<file path="config.mk">
export PLATFORM = sky130hd
export DESIGN_NAME = iadsp_sqrt
export DESIGN_NICKNAME = d
export VERILOG_FILES = /design/src/sv/iadsp_pkg.sv /design/src/sv/iadsp_sqrt.sv
export SDC_FILE = /design/constraint.sdc
export NUM_CORES = 1
export LEC_CHECK = 0
export BUFFER_PORTS_ARGS = -buffer_cell sky130_fd_sc_hd__buf_4
export CAP_MARGIN = 20
export CORE_UTILIZATION = 35
export DETAILED_ROUTE_END_ITERATION = 8
export PLACE_DENSITY = 0.6
export SYNTH_ARGS = -nofsm -noshare
export SYNTH_HDL_FRONTEND = slang
export SYNTH_SLANG_ARGS = --single-unit
</file>
<file path="constraint.sdc">
create_clock -name clock -period 2.65 [get_ports clock]
set_input_delay 0.265 -clock clock [delete_from_list [all_inputs] [get_ports clock]]
set_output_delay 0.265 -clock clock [all_outputs]
set_load 0.02 [all_outputs]
</file>
<file path="src/sv/iadsp_pkg.sv">
// Shared types, constants and helpers of the integer ALU with divide, root and power.
package iadsp_pkg;

   localparam int DATA_WIDTH = 32;
   localparam int EXP_BITS   = $clog2(DATA_WIDTH);
   localparam int SQ_STEPS   = DATA_WIDTH / 2;
   localparam int POW_STEPS  = 2 * EXP_BITS;
   localparam int UNIT_DEPTH = DATA_WIDTH;
   localparam int LATENCY    = UNIT_DEPTH + 2;

   typedef logic [DATA_WIDTH-1:0] word_type;

   localparam logic [2:0] MODE_ADD  = 3'd0;
   localparam logic [2:0] MODE_SUB  = 3'd1;
   localparam logic [2:0] MODE_MUL  = 3'd2;
   localparam logic [2:0] MODE_DIV  = 3'd3;
   localparam logic [2:0] MODE_SQRT = 3'd4;
   localparam logic [2:0] MODE_POW  = 3'd5;

   localparam logic [1:0] ST_OK     = 2'd0;
   localparam logic [1:0] ST_DOMAIN = 2'd1;
   localparam logic [1:0] ST_SAT    = 2'd2;

   typedef struct packed {
      logic [2:0]                   mode;
      logic signed [DATA_WIDTH-1:0] operand_a;
      logic signed [DATA_WIDTH-1:0] operand_b;
   } req_type;

   typedef struct packed {
      logic signed [DATA_WIDTH-1:0] result;
      logic [1:0]                   status;
   } rsp_type;

   // magnitude of a two's complement word; the most negative value maps to 2^(W-1)
   function automatic word_type mag(word_type x);
      return x[DATA_WIDTH-1] ? (~x + word_type'(1)) : x;
   endfunction

endpackage

</file>
<file path="src/sv/iadsp_sqrt.sv">
// Pipelined digit-by-digit integer square root, two radicand bits per stage.
module iadsp_sqrt (
   input  logic              clock,
   input  iadsp_pkg::word_type a,
   output iadsp_pkg::rsp_type  res
);
   import iadsp_pkg::*;

   word_type x_ff [UNIT_DEPTH];
   word_type x_in [UNIT_DEPTH];
   word_type r_ff [UNIT_DEPTH];
   word_type r_in [UNIT_DEPTH];
   logic     neg_ff [UNIT_DEPTH];
   logic     neg_in [UNIT_DEPTH];

   always_comb begin
      word_type xp;
      word_type rp;
      word_type bitv;
      word_type sum;
      for (int k = 0; k < UNIT_DEPTH; k++) begin
         xp = (k == 0) ? a : x_ff[(k == 0) ? 0 : k-1];
         rp = (k == 0) ? '0 : r_ff[(k == 0) ? 0 : k-1];
         neg_in[k] = (k == 0) ? a[DATA_WIDTH-1] : neg_ff[(k == 0) ? 0 : k-1];
         x_in[k] = xp;
         r_in[k] = rp;
         if (k < SQ_STEPS) begin
            bitv = word_type'(1) << (2 * (SQ_STEPS - 1 - k));
            sum  = rp + bitv;
            if (xp >= sum) begin
               x_in[k] = xp - sum;
               r_in[k] = (rp >> 1) + bitv;
            end else begin
               r_in[k] = rp >> 1;
            end
         end
      end
   end

   always_ff @(posedge clock) begin
      x_ff   <= x_in;
      r_ff   <= r_in;
      neg_ff <= neg_in;
   end

   always_comb begin
      if (neg_ff[UNIT_DEPTH-1]) begin
         res = {word_type'(0), ST_DOMAIN};
      end else begin
         res = {r_ff[UNIT_DEPTH-1], ST_OK};
      end
   end

endmodule

</file>
## Word level (Yosys, flattened, before mapping)

Cells that the tools add are included.

- Add/subtract/negate cells: 45
- Magnitude comparators: 16
- Muxes and demuxes: 32

Operators by type and width:

| kind | number |
|---|---|
| 31-bit two-way mux | 16 |
| 32-bit >= comparator | 15 |
| 32-bit two-way mux | 15 |
| 32-bit subtractor | 14 |
| 34-bit two-way mux | 1 |
| 31-bit by 1-bit adder with 32-bit output, second input constant | 1 |
| 31-bit by 11-bit adder with 32-bit output, second input constant | 1 |
| 31-bit by 13-bit adder with 32-bit output, second input constant | 1 |
| 31-bit by 15-bit adder with 32-bit output, second input constant | 1 |
| 31-bit by 17-bit adder with 32-bit output, second input constant | 1 |
| 31-bit by 19-bit adder with 32-bit output, second input constant | 1 |
| 31-bit by 21-bit adder with 32-bit output, second input constant | 1 |
| 31-bit by 23-bit adder with 32-bit output, second input constant | 1 |
| 31-bit by 25-bit adder with 32-bit output, second input constant | 1 |
| 31-bit by 27-bit adder with 32-bit output, second input constant | 1 |
| 31-bit by 29-bit adder with 32-bit output, second input constant | 1 |
| 31-bit by 3-bit adder with 32-bit output, second input constant | 1 |
| 31-bit by 5-bit adder with 32-bit output, second input constant | 1 |
| 31-bit by 7-bit adder with 32-bit output, second input constant | 1 |
| 31-bit by 9-bit adder with 32-bit output, second input constant | 1 |
| 32-bit by 1-bit adder with 32-bit output, second input constant | 1 |
| 32-bit by 11-bit adder with 32-bit output, second input constant | 1 |
| 32-bit by 13-bit adder with 32-bit output, second input constant | 1 |
| 32-bit by 15-bit adder with 32-bit output, second input constant | 1 |
| 13 further kinds | 13 |

- Register bits after elaboration: 1535
- Bits of input ports: 33
- Output and inout port bits: 34
- Logic and storage cells: 187

## Depth between registers and ports, before layout

- Word-level depth: 3
- Mapped depth: 12
- Depth with buffers taken out: 10

## Worst setup path after synthesis

No wires, ideal clock.

- Kind: register to register
- Start: register r_ff[593] in the netlist's numbering
- End: register x_ff[561] in the netlist's numbering
- Setup time: 0.087 ns
- Data arrival time: 2.599 ns
- Required time: 2.563 ns
- Path slack: -0.036 ns
- Cell stages (with the launch flop): 12
- Buffers on the path: 2
- Period minus slack after synthesis: 2.686 ns
- Path through: dfxtp_1 inv_1 ha_1 or3_1 a21o_1 or3_1 or3_1 a211oi_4 buf_6 buf_4 nand2_1 o31ai_1

RTL lines:

| item | RTL line | text |
|---|---|---|
| start: declaration | iadsp_sqrt.sv:11 | `word_type r_ff [UNIT_DEPTH];` |
| start signal: assignment | iadsp_sqrt.sv:42 | `r_ff <= r_in;` |
| end signal: assignment | iadsp_sqrt.sv:41 | `x_ff <= x_in;` |
| end: declaration | iadsp_sqrt.sv:9 | `word_type x_ff [UNIT_DEPTH];` |

==> metrics.md <==
| Metric | Value |
|---|---|
| Synthesis-stage register bit count | about 900 |
| Clock sink count | 904 |
| Adder-cell share of the synthesized area | 0.06566 |
| Final setup viols | 0 |
| Yosys top cell area share | 0.6331 |
| Nets | just under 3000 |
| Final ANT Viol Nets | 0 |
| Largest family of logic cells by synthesized area | simple AND/OR/NAND/NOR gates |
| Synth cell types | 66 |
| CP Cell Sequence | or3_4, or2_1, or3_4, or2_4, or3_4, a211oi_4, buf_6, buf_12, mux2i_1 |
| Synthesized area | approximately 29000 um^2 |
| Via Count | approximately 17000 |
| FF-to-FF setup slack | roughly 0.029 ns |
| Total track usage | 0.1176 |
| Layout fillers | around 7600 |
| HP Class | primary input to flip-flop |
| Starting Density | 0.3543 |
| Status | finished, violations left |
| Pleak | approximately 15 nW |
| Fin crit period | 2.621 ns |
| Via density | 4.412 |
| N_diodes | 0 |
| Mapped Cells | between 2000 and 3000 |
| Layout cells sized above 1 | 0.1264 |
| Reg2reg end | x_ff[547] |
| CTS tree | done |
| Post-synthesis sequential area ratio | 0.6331 |
| Hold depth | 2 |
| Avg WL per Cell | between 10 and 15 um |
| Dpl ws | -0.1487 ns |
| Failing checks | DRC |
| Drt first pass iters | 7 |
| Area grow syn2layout | 20.24% |
| Hold Fails Final Rpt | 0 |
| R2r startpoint | x_ff[602] |
| Final Max Tran Viols | 0 |
| First-pass GRT wire length | ~80000 um |
| Worst Path Class, Setup | flip-flop to flip-flop |
| Reg2Reg Depth | 9 |
| Final Cycle Share | 0.9890 |
| Remaining global-route overflow | 0 |
| Die Wd | between 200 and 300 um |
| Critical path startpoint category | flip-flop |
| CP Capture Type | flip-flop |
| Crit-path most repeated cell | or3_4 |
| Power per cell area | roughly 1100 nW/um^2 |
| Ys Warns | 0 |
| Routability-driven placement congestion ratio | around 0.8 |
| Unrepaired setup endpoints after global routing | yes |
| Routed Wire Length | 48240 um |
| Pin count of the biggest net entering global routing | 25 |
| Multiplexer share of the synthesized area | 0.007616 |
| Max-cap violation count | 0 |
| Required @ worst endpoint | 3.22 ns |
| Worst-path clk slew | around 0.06 ns |
| Vias in the first global route | roughly 17000 |
| Post-synthesis xor/xnor area fraction | 0.06220 |
| Die height | ~290 um |
| Largest cells by area after synthesis | dfxtp_1, ha_1, xor2_1 |
| Root Buffer | clkbuf_16 |
| IO Port Bufs | 49 |
| Finished Core Util | 0.4260 |
| 1st-iter DRT viols | around 720 |
| DRC viols | 12 |
| Worst clock skew | around 0.034 ns |
| Worst-Margin Slew | slightly above 0.7 ns |
| EDFF count, synth | 0 |
| Post-Synth Simple-Gate Area | 0.1175 |
| Hold Crit Start | a[9] |
| CTS Buf Count | between 80 and 90 |
| CTS H-tree depth | 3 |
| Largest area contributor in the synthesized netlist | dfxtp_1 |
| I/O pins | between 60 and 70 |
| Rel. slew slack | 0.5199 |
| Top FF cell, synth | dfxtp_1 |
| CTS max path bufs | 3 |
| VDD IR-drop max | between 0.0006 and 0.0007 V |
| Max stage delay on crit path | 0.38 ns |
| Max Clock Freq | 381.5 MHz |
| Post-synth ARST share | 0 |
| Core Box Area | a little over 80000 um^2 |
| DP Wirelength | ~35000 um |
| Skew-Pair Late Insertion Delay | ~0.64 ns |
| Final worst slack | a little under 0.03 ns |
| Synthesized area per cell | ~11 um^2 |
| Worst hold endpoint | x_ff[1001] |
| Critical-path top delay cell | or3_4 |
| Synth Area in Compound Gates | 0.07975 |
| DIE AREA | a little over 80000 um^2 |
| Initial antenna violation count | 0 |
| Peak fanout along the critical path | 11 |
| WP data arrival | ~3.2 ns |
| # rows | 104 |
==> layout make-up <==
type / instances / area (um^2) / share of cell area
clock inverters: 28 / 405.4 / 0.01179
well taps: 1060 / 1326 / 0.03859
repair buffers: 174 / 1455 / 0.04234
flip-flops and latches: 904 / 18100 / 0.5266
inverters: 181 / 679.4 / 0.01977
multi-input cells: 1415 / 9852 / 0.2866
clock buffers: 123 / 2554 / 0.07430
==> cell usage after synthesis, types with 4 or more instances <==
cell type	instances
dfxtp_1	904
inv_1	181
nand2_1	153
ha_1	150
o21ai_0	117
nor2_1	111
xor2_1	109
a21oi_1	107
xnor2_1	94
nor4_1	85
nor3_1	63
nand2b_1	39
nor2b_1	37
a21o_1	34
nand3_1	34
nand4_1	34
or3_1	30
clkbuf_1	27
o21a_1	26
buf_4	19
mux2_2	14
o21ai_1	14
a211oi_1	13
o31ai_1	12
nand3b_1	11
or4_1	11
a31oi_1	7
and3_1	7
and2_1	6
mux2i_1	6
nor4b_1	6
o211ai_1	6
or2_2	6
a2111oi_0	5
o2111ai_1	4
==> layout by cell type (no fill, tap or decap), drive strengths merged, types with 37 or more instances in the layout <==
master / netlist / routed
nor2b: 37 / 37
nand2: 153 / 153
nor2: 111 / 111
nand2b: 39 / 39
nor4: 86 / 86
buf: 27 / 142
xnor2: 94 / 94
nor3: 63 / 63
o21ai: 131 / 131
dfxtp: 904 / 904
ha: 150 / 150
inv: 181 / 186
xor2: 109 / 109
a21oi: 107 / 107
clkbuf: 27 / 123
==> sequential cells by signal, summed over array words and instances, names as in the netlist <==
| register | flops |
|---|---|
| x_ff | 480 |
| r_ff | 392 |
| neg_ff | 32 |
==> cell families (layout without fill, tap and decap cells) <==
group / after synthesis / in the layout
compound gates: 376 / 376
buf+inv: 235 / 506
other cells: 1 / 17
mux: 20 / 20
simple gates: 649 / 649
flops: 904 / 904
xor+xnor: 203 / 203
fa+ha+maj: 150 / 150
==> per-stage QoR <==
step	area [um^2]	TNS [ns]	power (mW)	hold slack [ns]	std cells
global route	34370	-0.1546	41.09	0.2536	3885
global placement	30820	-0.2866	26.35	0.3096	3700
floorplan	28680	0	24.05	0.2927	2554
CTS	34160	0	39.03	0.2423	3884
finish	34370	0	38.72	0.2809	3885
detailed placement	30820	-0.3541	26.43	0.3121	3700
==> critical path: cells and delay by family, from the launching register on <==
kind	cells	cell delay [ns]
flip-flops	1	0.31
multiplexers	1	0.17
AND/OR/NAND/NOR	5	1.52
buffers and inverters	2	0.35
AO/OA/AOI/OAI	1	0.19
==> report_power, final <==
group / leakage [nW] / internal (mW) / switching (mW) / total, mW
Clock: 1.45 / 7.35 / 5.01 / 12.4
Combinational: 6.19 / 4.04 / 4.38 / 8.42
Sequential: 7.53 / 16.3 / 1.61 / 17.9
==> layer usage <==
| metal | track usage | part of all wire | vias to the layer above |
|---|---|---|---|
| met5 | 0 | 0 | - |
| met4 | 0.05093 | 0.039 | 0 |
| met3 | 0.02662 | 0.032 | 125 |
| met2 | 0.2305 | 0.53 | 235 |
| met1 | 0.1163 | 0.40 | 7738 |
| li1 | - | - | 9042 |
==> worst max path at each step <==
stage	startpoint	slack [ns]	depth (start not counted)	endpoint
2_1_floorplan	x_ff[602]	0.01	9	x_ff[574]
3_3_place_gp	x_ff[647]	-0.14	11	x_ff[636]
3_5_place_dp	x_ff[647]	-0.15	11	x_ff[636]
4_1_cts	x_ff[646]	0.006	11	x_ff[631]
5_1_grt	x_ff[602]	-0.05	9	x_ff[547]
6_report	x_ff[602]	0.03	9	x_ff[547]
==> timing repair <==
item	4_1_cts	5_1_grt
gates cloned	1	0
buffers inserted	0	1
gates resized for setup	9	50
pin swaps	2	6
hold endpoints to repair	33	0
hold buffers	32	0
endpoints found under the setup margin	10	91
Power figures use the tool's default switching activity.
